`config.mk`:
```
export PLATFORM = sky130hd
export DESIGN_NAME = digital_watch_mode_controller
export DESIGN_NICKNAME = d
export VERILOG_FILES = /design/src/sv/dwm_pkg.sv /design/src/sv/dwm_front.sv /design/src/sv/dwm_cmd_queue.sv /design/src/sv/dwm_back.sv /design/src/sv/digital_watch_mode_controller.sv
export SDC_FILE = /design/constraint.sdc
export NUM_CORES = 1
export LEC_CHECK = 0
export BUFFER_PORTS_ARGS = -buffer_cell sky130_fd_sc_hd__buf_2
export CORE_UTILIZATION = 35
export DETAILED_ROUTE_END_ITERATION = 6
export GPL_TIMING_DRIVEN = 0
export PLACE_DENSITY = 0.56
export SLEW_MARGIN = 10
export SYNTH_ARGS = -nofsm -noshare
export SYNTH_HDL_FRONTEND = slang
export SYNTH_SLANG_ARGS = --single-unit
```
`constraint.sdc`:
```
create_clock -name clock -period 11.1 [get_ports clock]
set_clock_uncertainty 0.1 [all_clocks]
set_input_delay 2.22 -clock clock [delete_from_list [all_inputs] [get_ports clock]]
set_output_delay 2.22 -clock clock [all_outputs]
set_load 0.02 [all_outputs]
```
`src/sv/dwm_pkg.sv`:
```
// ----------------------------------------------------------------------------
// dwm_pkg: shared types and constants for the watch mode controller
// Transaction payloads, decoded command kinds, mode and adjust codes, and
// the calendar constants used by the time-of-day and stopwatch counters.
// ----------------------------------------------------------------------------
package dwm_pkg;

   localparam int DAY_SECOND_WIDTH   = 17;
   localparam int SECONDS_PER_MINUTE = 60;
   localparam int MINUTES_PER_HOUR   = 60;
   localparam int HOURS_PER_DAY      = 24;
   localparam int SECONDS_PER_DAY    = 86400;
   localparam int QUEUE_DEPTH        = 2;

   localparam logic [DAY_SECOND_WIDTH-1:0] LAST_SECOND_OF_DAY =
      DAY_SECOND_WIDTH'(SECONDS_PER_DAY - 1);

   // Input opcode and button numbers.
   localparam logic       OP_TICK      = 1'b0;
   localparam logic       OP_PRESS     = 1'b1;
   localparam logic [2:0] BUTTON_MODE  = 3'd1;
   localparam logic [2:0] BUTTON_START = 3'd2;
   localparam logic [2:0] BUTTON_LAP   = 3'd3;
   localparam logic [2:0] BUTTON_LIGHT = 3'd4;

   typedef enum logic [2:0] {
      MODE_TIME      = 3'd1,
      MODE_STOPWATCH = 3'd2,
      MODE_SET_ALARM = 3'd3,
      MODE_SET_TIME  = 3'd4,
      MODE_ALARMING  = 3'd5
   } mode_type;

   typedef enum logic [1:0] {
      ADJ_NONE    = 2'd0,
      ADJ_HOURS   = 2'd1,
      ADJ_MINUTES = 2'd2
   } adjust_type;

   // Command kinds produced by the front end.
   typedef enum logic [2:0] {
      CMD_TICK    = 3'd0,
      CMD_BUTTON1 = 3'd1,
      CMD_BUTTON2 = 3'd2,
      CMD_BUTTON3 = 3'd3,
      CMD_INVERT  = 3'd4,
      CMD_IGNORE  = 3'd5
   } cmd_type;

   typedef struct packed {
      logic       opcode;
      logic [2:0] button_number;
   } req_type;

   typedef struct packed {
      logic [2:0] mode;
      logic [4:0] time_hours;
      logic [5:0] time_minutes;
      logic [5:0] time_seconds;
      logic [4:0] lap_hours;
      logic [5:0] lap_minutes;
      logic [5:0] lap_seconds;
      logic       stopwatch_running;
      logic       lap_hold;
      logic       alarm_enabled;
      logic [1:0] alarm_adjust_step;
      logic       display_inverted;
   } rsp_type;

endpackage

```
`src/sv/dwm_front.sv`:
```
// ----------------------------------------------------------------------------
// dwm_front: request classifier
// Decodes each incoming transaction into a command kind and pushes it into
// the command queue. Presses of unknown buttons become no-op commands.
// ----------------------------------------------------------------------------
module dwm_front (
   input  logic             req_valid,
   output logic             req_ready,
   input  dwm_pkg::req_type req_data,
   output logic             push_valid,
   input  logic             push_ready,
   output dwm_pkg::cmd_type push_cmd
);

   assign push_valid = req_valid;
   assign req_ready  = push_ready;

   always_comb begin
      if (req_data.opcode == dwm_pkg::OP_TICK) begin
         push_cmd = dwm_pkg::CMD_TICK;
      end else begin
         unique case (req_data.button_number)
            dwm_pkg::BUTTON_MODE:  push_cmd = dwm_pkg::CMD_BUTTON1;
            dwm_pkg::BUTTON_START: push_cmd = dwm_pkg::CMD_BUTTON2;
            dwm_pkg::BUTTON_LAP:   push_cmd = dwm_pkg::CMD_BUTTON3;
            dwm_pkg::BUTTON_LIGHT: push_cmd = dwm_pkg::CMD_INVERT;
            default:               push_cmd = dwm_pkg::CMD_IGNORE;
         endcase
      end
   end

endmodule

```
`src/sv/dwm_cmd_queue.sv`:
```
// ----------------------------------------------------------------------------
// dwm_cmd_queue: command queue
// Small FIFO between the classifier and the executor. Push and pop may
// happen in the same cycle. Depth must be at least 2.
// ----------------------------------------------------------------------------
module dwm_cmd_queue #(
   parameter int Depth = dwm_pkg::QUEUE_DEPTH
) (
   input  logic             clock,
   input  logic             reset,
   input  logic             push_valid,
   output logic             push_ready,
   input  dwm_pkg::cmd_type push_cmd,
   output logic             pop_valid,
   input  logic             pop_ready,
   output dwm_pkg::cmd_type pop_cmd
);

   localparam int PtrWidth   = $clog2(Depth);
   localparam int CountWidth = $clog2(Depth + 1);

   localparam logic [PtrWidth-1:0]   LastPtr   = PtrWidth'(Depth - 1);
   localparam logic [CountWidth-1:0] FullCount = CountWidth'(Depth);

   dwm_pkg::cmd_type        slot_ff [Depth];
   logic [PtrWidth-1:0]     wr_ptr_ff, wr_ptr_in;
   logic [PtrWidth-1:0]     rd_ptr_ff, rd_ptr_in;
   logic [CountWidth-1:0]   count_ff, count_in;
   logic                    push_fire, pop_fire;

   assign push_ready = (count_ff != FullCount);
   assign pop_valid  = (count_ff != '0);
   assign pop_cmd    = slot_ff[rd_ptr_ff];
   assign push_fire  = push_valid && push_ready;
   assign pop_fire   = pop_valid && pop_ready;

   always_comb begin
      wr_ptr_in = wr_ptr_ff;
      rd_ptr_in = rd_ptr_ff;
      count_in  = count_ff;
      if (push_fire) begin
         wr_ptr_in = (wr_ptr_ff == LastPtr) ? '0 : wr_ptr_ff + 1'b1;
      end
      if (pop_fire) begin
         rd_ptr_in = (rd_ptr_ff == LastPtr) ? '0 : rd_ptr_ff + 1'b1;
      end
      if (push_fire && !pop_fire) begin
         count_in = count_ff + 1'b1;
      end else if (pop_fire && !push_fire) begin
         count_in = count_ff - 1'b1;
      end
   end

   always_ff @(posedge clock) begin
      if (reset) begin
         wr_ptr_ff <= '0;
         rd_ptr_ff <= '0;
         count_ff  <= '0;
      end else begin
         wr_ptr_ff <= wr_ptr_in;
         rd_ptr_ff <= rd_ptr_in;
         count_ff  <= count_in;
      end
   end

   always_ff @(posedge clock) begin
      if (push_fire) begin
         slot_ff[wr_ptr_ff] <= push_cmd;
      end
   end

endmodule

```
`src/sv/dwm_back.sv`:
```
// ----------------------------------------------------------------------------
// dwm_back: command executor
// Holds the watch state, carries out one command per cycle unless a held
// response stalls it, and registers the resulting display as the response.
// ----------------------------------------------------------------------------
module dwm_back (
   input  logic                                   clock,
   input  logic                                   reset,
   input  logic [dwm_pkg::DAY_SECOND_WIDTH-1:0]   alarm_second,
   input  logic                                   pop_valid,
   output logic                                   pop_ready,
   input  dwm_pkg::cmd_type                       pop_cmd,
   output logic                                   rsp_valid,
   input  logic                                   rsp_ready,
   output dwm_pkg::rsp_type                       rsp_data
);

   typedef struct packed {
      logic [4:0] hours;
      logic [5:0] minutes;
      logic [5:0] seconds;
   } hms_type;

   // Advances a clock reading by one second, wrapping after 23:59:59.
   function automatic hms_type hms_step(hms_type t);
      hms_type r;
      r = t;
      if (t.seconds == 6'(dwm_pkg::SECONDS_PER_MINUTE - 1)) begin
         r.seconds = '0;
         if (t.minutes == 6'(dwm_pkg::MINUTES_PER_HOUR - 1)) begin
            r.minutes = '0;
            if (t.hours == 5'(dwm_pkg::HOURS_PER_DAY - 1)) begin
               r.hours = '0;
            end else begin
               r.hours = t.hours + 1'b1;
            end
         end else begin
            r.minutes = t.minutes + 1'b1;
         end
      end else begin
         r.seconds = t.seconds + 1'b1;
      end
      return r;
   endfunction

   logic [dwm_pkg::DAY_SECOND_WIDTH-1:0] day_ff, day_in;
   hms_type              time_ff, time_in;
   hms_type              sw_ff, sw_in;
   hms_type              shown_ff, shown_in;
   dwm_pkg::mode_type    mode_ff, mode_in;
   dwm_pkg::mode_type    pending_ff, pending_in;
   dwm_pkg::adjust_type  adjust_ff, adjust_in;
   logic                 running_ff, running_in;
   logic                 hold_ff, hold_in;
   logic                 enable_ff, enable_in;
   logic                 armed_ff, armed_in;
   logic                 sounding_ff, sounding_in;
   logic                 invert_ff, invert_in;
   logic                 rsp_valid_ff, rsp_valid_in;
   dwm_pkg::rsp_type     rsp_data_ff, rsp_data_in;
   logic                 fire;
   logic                 is_b2, is_b3;

   assign pop_ready = !rsp_valid_ff || rsp_ready;
   assign fire      = pop_valid && pop_ready;
   assign is_b2     = (pop_cmd == dwm_pkg::CMD_BUTTON2);
   assign is_b3     = (pop_cmd == dwm_pkg::CMD_BUTTON3);
   assign rsp_valid = rsp_valid_ff;
   assign rsp_data  = rsp_data_ff;

   always_comb begin
      day_in      = day_ff;
      time_in     = time_ff;
      sw_in       = sw_ff;
      shown_in    = shown_ff;
      mode_in     = mode_ff;
      pending_in  = pending_ff;
      adjust_in   = adjust_ff;
      running_in  = running_ff;
      hold_in     = hold_ff;
      enable_in   = enable_ff;
      armed_in    = armed_ff;
      sounding_in = sounding_ff;
      invert_in   = invert_ff;

      if (fire) begin
         unique case (pop_cmd)
            dwm_pkg::CMD_TICK: begin
               time_in = hms_step(time_ff);
               // Midnight re-arms the alarm before the firing check.
               if (day_ff == dwm_pkg::LAST_SECOND_OF_DAY) begin
                  day_in   = '0;
                  armed_in = enable_ff;
               end else begin
                  day_in = day_ff + 1'b1;
               end
               if (armed_in && (day_in == alarm_second)) begin
                  armed_in    = 1'b0;
                  sounding_in = 1'b1;
                  mode_in     = dwm_pkg::MODE_ALARMING;
               end
               if (running_ff) begin
                  sw_in = hms_step(sw_ff);
                  if (!hold_ff) begin
                     shown_in = sw_in;
                  end
               end
            end
            dwm_pkg::CMD_INVERT: begin
               invert_in = !invert_ff;
            end
            dwm_pkg::CMD_BUTTON1, dwm_pkg::CMD_BUTTON2, dwm_pkg::CMD_BUTTON3: begin
               if (sounding_ff) begin
                  // Any of the first three buttons only silences the alarm and returns to time mode.
                  sounding_in = 1'b0;
                  armed_in    = enable_ff;
                  pending_in  = dwm_pkg::MODE_TIME;
                  mode_in     = dwm_pkg::MODE_TIME;
               end else begin
                  if (pop_cmd == dwm_pkg::CMD_BUTTON1) begin
                     if (pending_ff == dwm_pkg::MODE_SET_TIME) begin
                        pending_in = dwm_pkg::MODE_TIME;
                     end else begin
                        pending_in = dwm_pkg::mode_type'(pending_ff + 3'd1);
                     end
                  end
                  mode_in = pending_in;
                  if (pending_in == dwm_pkg::MODE_STOPWATCH) begin
                     if (is_b2) begin
                        running_in = !running_ff;
                     end else if (is_b3) begin
                        if (running_ff) begin
                           hold_in = !hold_ff;
                        end else begin
                           sw_in    = '0;
                           shown_in = '0;
                        end
                     end
                  end else if (pending_in == dwm_pkg::MODE_SET_ALARM) begin
                     priority if (adjust_ff == dwm_pkg::ADJ_NONE && is_b2) begin
                        enable_in = !enable_ff;
                        armed_in  = !enable_ff;
                     end else if ((adjust_ff == dwm_pkg::ADJ_NONE && is_b3) ||
                                  (adjust_ff == dwm_pkg::ADJ_MINUTES && is_b2)) begin
                        adjust_in = dwm_pkg::ADJ_HOURS;
                     end else if (adjust_ff == dwm_pkg::ADJ_HOURS && is_b2) begin
                        adjust_in = dwm_pkg::ADJ_MINUTES;
                     end else if (adjust_ff != dwm_pkg::ADJ_NONE && is_b3) begin
                        adjust_in = dwm_pkg::ADJ_NONE;
                     end else begin
                        adjust_in = adjust_ff;
                     end
                  end
               end
            end
            default: begin
            end
         endcase
      end

      rsp_data_in.mode              = mode_in;
      rsp_data_in.time_hours        = time_in.hours;
      rsp_data_in.time_minutes      = time_in.minutes;
      rsp_data_in.time_seconds      = time_in.seconds;
      rsp_data_in.lap_hours         = shown_in.hours;
      rsp_data_in.lap_minutes       = shown_in.minutes;
      rsp_data_in.lap_seconds       = shown_in.seconds;
      rsp_data_in.stopwatch_running = running_in;
      rsp_data_in.lap_hold          = hold_in;
      rsp_data_in.alarm_enabled     = enable_in;
      rsp_data_in.alarm_adjust_step = adjust_in;
      rsp_data_in.display_inverted  = invert_in;

      rsp_valid_in = fire || (rsp_valid_ff && !rsp_ready);
   end

   always_ff @(posedge clock) begin
      if (reset) begin
         day_ff       <= '0;
         time_ff      <= '0;
         sw_ff        <= '0;
         shown_ff     <= '0;
         mode_ff      <= dwm_pkg::MODE_TIME;
         pending_ff   <= dwm_pkg::MODE_TIME;
         adjust_ff    <= dwm_pkg::ADJ_NONE;
         running_ff   <= 1'b0;
         hold_ff      <= 1'b0;
         enable_ff    <= 1'b0;
         armed_ff     <= 1'b0;
         sounding_ff  <= 1'b0;
         invert_ff    <= 1'b0;
         rsp_valid_ff <= 1'b0;
      end else begin
         day_ff       <= day_in;
         time_ff      <= time_in;
         sw_ff        <= sw_in;
         shown_ff     <= shown_in;
         mode_ff      <= mode_in;
         pending_ff   <= pending_in;
         adjust_ff    <= adjust_in;
         running_ff   <= running_in;
         hold_ff      <= hold_in;
         enable_ff    <= enable_in;
         armed_ff     <= armed_in;
         sounding_ff  <= sounding_in;
         invert_ff    <= invert_in;
         rsp_valid_ff <= rsp_valid_in;
      end
   end

   always_ff @(posedge clock) begin
      if (fire) begin
         rsp_data_ff <= rsp_data_in;
      end
   end

endmodule

```
`src/sv/digital_watch_mode_controller.sv`:
```
// ----------------------------------------------------------------------------
// digital_watch_mode_controller: watch with time of day, stopwatch and alarm
// Ticks and button presses are classified, queued and executed in order;
// each request transaction yields one response with the updated display.
// ----------------------------------------------------------------------------
//
//   Channel   Direction   Handshake              Payload
//   req_      in          req_valid/req_ready    dwm_pkg::req_type
//   rsp_      out         rsp_valid/rsp_ready    dwm_pkg::rsp_type
//   csr_      in          csr_valid/csr_ready    alarm second of day, 17 bits
//
// One transaction per cycle is sustained while rsp_ready stays high; each
// accepted request is written into the command queue and is then executed
// into the output register, which presents its response. Reset is
// synchronous. While a response is held, the queue takes up to
// QueueDepth further requests before req_ready drops.
// ----------------------------------------------------------------------------
module digital_watch_mode_controller #(
   parameter int QueueDepth = dwm_pkg::QUEUE_DEPTH
) (
   input  logic                                 clock,
   input  logic                                 reset,
   input  logic                                 req_valid,
   output logic                                 req_ready,
   input  dwm_pkg::req_type                     req_data,
   output logic                                 rsp_valid,
   input  logic                                 rsp_ready,
   output dwm_pkg::rsp_type                     rsp_data,
   input  logic                                 csr_valid,
   output logic                                 csr_ready,
   input  logic [dwm_pkg::DAY_SECOND_WIDTH-1:0] csr_data
);

   logic [dwm_pkg::DAY_SECOND_WIDTH-1:0] alarm_ff;
   logic                                 push_valid, push_ready;
   dwm_pkg::cmd_type                     push_cmd;
   logic                                 pop_valid, pop_ready;
   dwm_pkg::cmd_type                     pop_cmd;

   assign csr_ready = 1'b1;

   always_ff @(posedge clock) begin
      if (reset) begin
         alarm_ff <= '0;
      end else if (csr_valid && csr_ready) begin
         alarm_ff <= csr_data;
      end
   end

   dwm_front u_front (
      .req_valid  (req_valid),
      .req_ready  (req_ready),
      .req_data   (req_data),
      .push_valid (push_valid),
      .push_ready (push_ready),
      .push_cmd   (push_cmd)
   );

   dwm_cmd_queue #(
      .Depth (QueueDepth)
   ) u_queue (
      .clock      (clock),
      .reset      (reset),
      .push_valid (push_valid),
      .push_ready (push_ready),
      .push_cmd   (push_cmd),
      .pop_valid  (pop_valid),
      .pop_ready  (pop_ready),
      .pop_cmd    (pop_cmd)
   );

   dwm_back u_back (
      .clock        (clock),
      .reset        (reset),
      .alarm_second (alarm_ff),
      .pop_valid    (pop_valid),
      .pop_ready    (pop_ready),
      .pop_cmd      (pop_cmd),
      .rsp_valid    (rsp_valid),
      .rsp_ready    (rsp_ready),
      .rsp_data     (rsp_data)
   );

   // A response always reports one of the five defined modes.
   assert property (@(posedge clock) disable iff (reset)
      rsp_valid |-> (rsp_data.mode >= 3'd1 && rsp_data.mode <= 3'd5))
      else $error("response mode out of range");

   // The time-of-day and lap readings are always valid clock readings.
   assert property (@(posedge clock) disable iff (reset)
      rsp_valid |-> (rsp_data.time_hours < 5'd24 && rsp_data.time_minutes < 6'd60 &&
                     rsp_data.time_seconds < 6'd60 && rsp_data.lap_hours < 5'd24 &&
                     rsp_data.lap_minutes < 6'd60 && rsp_data.lap_seconds < 6'd60))
      else $error("clock reading out of range");

   // The alarm adjust step never reaches the unused code.
   assert property (@(posedge clock) disable iff (reset)
      rsp_valid |-> (rsp_data.alarm_adjust_step != 2'd3))
      else $error("alarm adjust step out of range");

   // A queued command is taken whenever the output register is free.
   assert property (@(posedge clock) disable iff (reset)
      (pop_valid && !rsp_valid) |=> rsp_valid)
      else $error("queued command not executed");

endmodule

```
==> qor.txt <==
Yosys warning count - 0
Max FO, Critical Path - 9
Buffers on Ports - 68
worst slew pin tran - 0.925 ns
status - finished, final reports clean
share of layout cells above drive strength 1 - 0.139
CP bufs+invs - 1
Post-CTS Hold Fix Bufs - 0
f_max - 221 MHz
Peak VDD IR - 101 uV
most common cell after layout, fill and taps aside - dfxtp_1
post_cts resized - 0
first-pass GRT wire length - 28.9 mm
vias in the first global route - 5510
sequential share of the synthesized area - 0.481
hpwl dp - 12.7 mm
clock-pin slew on the worst setup and hold paths - 0.06 ns
Die Wd - 148 microns
slowest CP cell - nor3_1
Leakage Power - 3.26 nW
DRT iter0 DRCs - 465
clock root buffer master - clkbuf_16
Skew-Pair Late Insertion Delay - 0.42 ns
CTS Buf Count - 17
startpoint types - input pin
via count - 6061
synth unique cells - 72
final core utilization - 0.425
Die ar. - 0.0218 sq mm
period utilization - 0.408
number of diodes - 0
Final Max Slew Viols - 0
WL final - 17.9 mm
RePlAce Congestion - 0.889
postcts setup bufs - 0
MaxCap Viol Count - 0
Worst Slack Setup Final - 6.57 ns
worst endpoint required time - 11.34 ns
Final Hold Fails - 0
number of synthesized flops with an enable pin - 49
largest net degree at the start of global routing - 27
initial core utilization - 0.363
crit path capture type - flop
Max Root-Sink Buffers - 2
area of the core - 0.0205 sq mm
clk sinks - 154
DRT antenna net count - 0
leading cell types in the layout, fill and taps excluded - dfxtp_1, nand2_1, nor2_1
RSZ-0062 raised after global routing - false
CTS tree - built
global route overflow - 0
worst setup path class - in2reg
Synth Instances - 793
most used cell, CP - nor2b_1
Ports - 72
Final Setup Violations - 0
Power Density - 188 mW/mm^2
Post-Syn Area - 0.00743 sq mm
Synth-to-Final Area Change - 17.2%
drt pass-1 iters - 6
Rel. slew slack - 0.378
setup TNS - 0 ns
Min Clock Period, post-route - 4.53 ns
crit path cell chain - buf_2 -> nor2b_1 -> nor3_1 -> nand2_1 -> nor4_1 -> and3_1 -> xor2_1 -> nor2b_1
#FFs+latches synth - 154
Tot GR Track Use - 0.169
H-tree depth - 4
initial antenna violation count - 0
final hold slack - 0.370 ns
CP delay by family, top - simple AND/OR/NAND/NOR gates
Die H - 148 microns
WL/cell - 15.4 microns
vias per cell - 5.21
syn avg cell area - 9.37 sq um
Hold Path Class - reg2reg
ys flop type - dfxtp_1
post-layout net count - 917
critical path's largest stage delay - 0.78 ns
DRC - 0
Arr. time, crit path - 4.77 ns
Post-Syn Nets - 829
worst slack, placed - 6.17 ns
# rows - 52
Async SR Flop Fraction - 0
==> logic make-up after synthesis <==
| kind of cell | share of synthesized area |
|---|---|
| adders and majority gates | 0.0168 |
| muxes | 0.0438 |
| xor gates and xnor gates | 0.0412 |
| and+or+nand+nor | 0.240 |
| DFF | 0.481 |
| buffers and inverters | 0.0311 |
| AOI/OAI and AO/OA | 0.145 |
| other | 0.000504 |
==> registers in the layout, indices dropped and copies added, names as in the netlist, 6 cells and up, named ones only <==
register,flops
u_back.rsp_data,43
alarm_ff,17
u_back.day_ff,17
u_back.shown_ff,17
u_back.sw_ff,17
u_back.time_ff,17
u_queue.slot_ff,6
==> worst paths after layout <==
kind	slack [ns]	from	end	cells after the start
worst min register to register	0.37	u_back.shown_ff[0]	u_back.shown_ff[0]	2
worst min-delay path	0.37	u_back.shown_ff[0]	u_back.shown_ff[0]	2
worst max-delay path	6.57	rsp_ready	u_back.enable_ff	8
worst max register to register	7.17	u_back.day_ff[0]	u_back.rsp_data[41]	11
==> metal layers <==
layer | track usage | wire, microns
met3 | 0.0361 | 776
met2 | 0.263 | 7840
met4 | 0.0418 | 225
met1 | 0.239 | 9070
met5 | 0 | 0
==> tightest hold or removal path: stages (launching register included) <==
cell and delay (ns):
dfxtp_1 0.30, nand2_1 0.06, a21oi_1 0.06
==> area by class of cell <==
| type | count | area [sq um] |
|---|---|---|
| clock inverters | 10 | 83.8 |
| fillers | 2060 | 11800 |
| clock buffers | 21 | 482 |
| multi-input cells | 585 | 3640 |
| well taps | 270 | 338 |
| plain buffers | 44 | 194 |
| flip-flops and latches | 154 | 3570 |
| inverters | 10 | 37.5 |
| repair buffers | 69 | 368 |
==> stage by stage <==
step	total power, mW	area, sq um	cells
after floorplan	0.970	7430	793
after global placement	1.10	8110	1131
after detailed placement	1.10	8150	1132
after CTS	1.66	8710	1163
after global routing	1.73	8710	1163
final	1.64	8710	1163
==> Yosys cell counts, types with 3 or more instances <==
cell       instances  area (sq um)
a22oi_1            3          22.5
o221ai_1           3          26.3
a32o_1             4          40.0
nand3_1           22           110
xnor2_1           18           158
o22ai_1            3          18.8
o21ai_0           46           230
dfxtp_1          105          2100
o211ai_1           3          22.5
nor4_1             7          43.8
a21oi_1           35           175
edfxtp_1          49          1470
mux2i_1           28           280
or3_1             20           125
nand2_1           81           304
xor2_1            17           149
nor2_1            78           293
and4_1             4          35.0
buf_1              3          11.3
o31ai_1            8          60.1
nand2b_1           9          56.3
nor3_1            19          95.1
and2_1             3          18.8
nand4_1           14          87.6
nand3b_1           4          30.0
inv_1             10          37.5
nor2b_1           45           282
or4_1              8          60.1
a31oi_1            7          43.8
o2bb2ai_1          7          61.3
nor3b_1            9          67.6
and3_1             9          56.3
o2111ai_1          3          26.3
ha_1              10           125
a21o_1             6          45.0
clkbuf_1          32           120
mux2_2             4          45.0
buf_2              5          25.0
a22o_1             9          78.8
==> power by group <==
part | switching (mW) | internal, mW | leakage, nW
combinational | 0.253 | 0.115 | 1.66
sequential | 0.0325 | 0.686 | 1.33
clock | 0.240 | 0.314 | 0.273
total | 0.525 | 1.12 | 3.26
(Power assumes the default switching activity.)
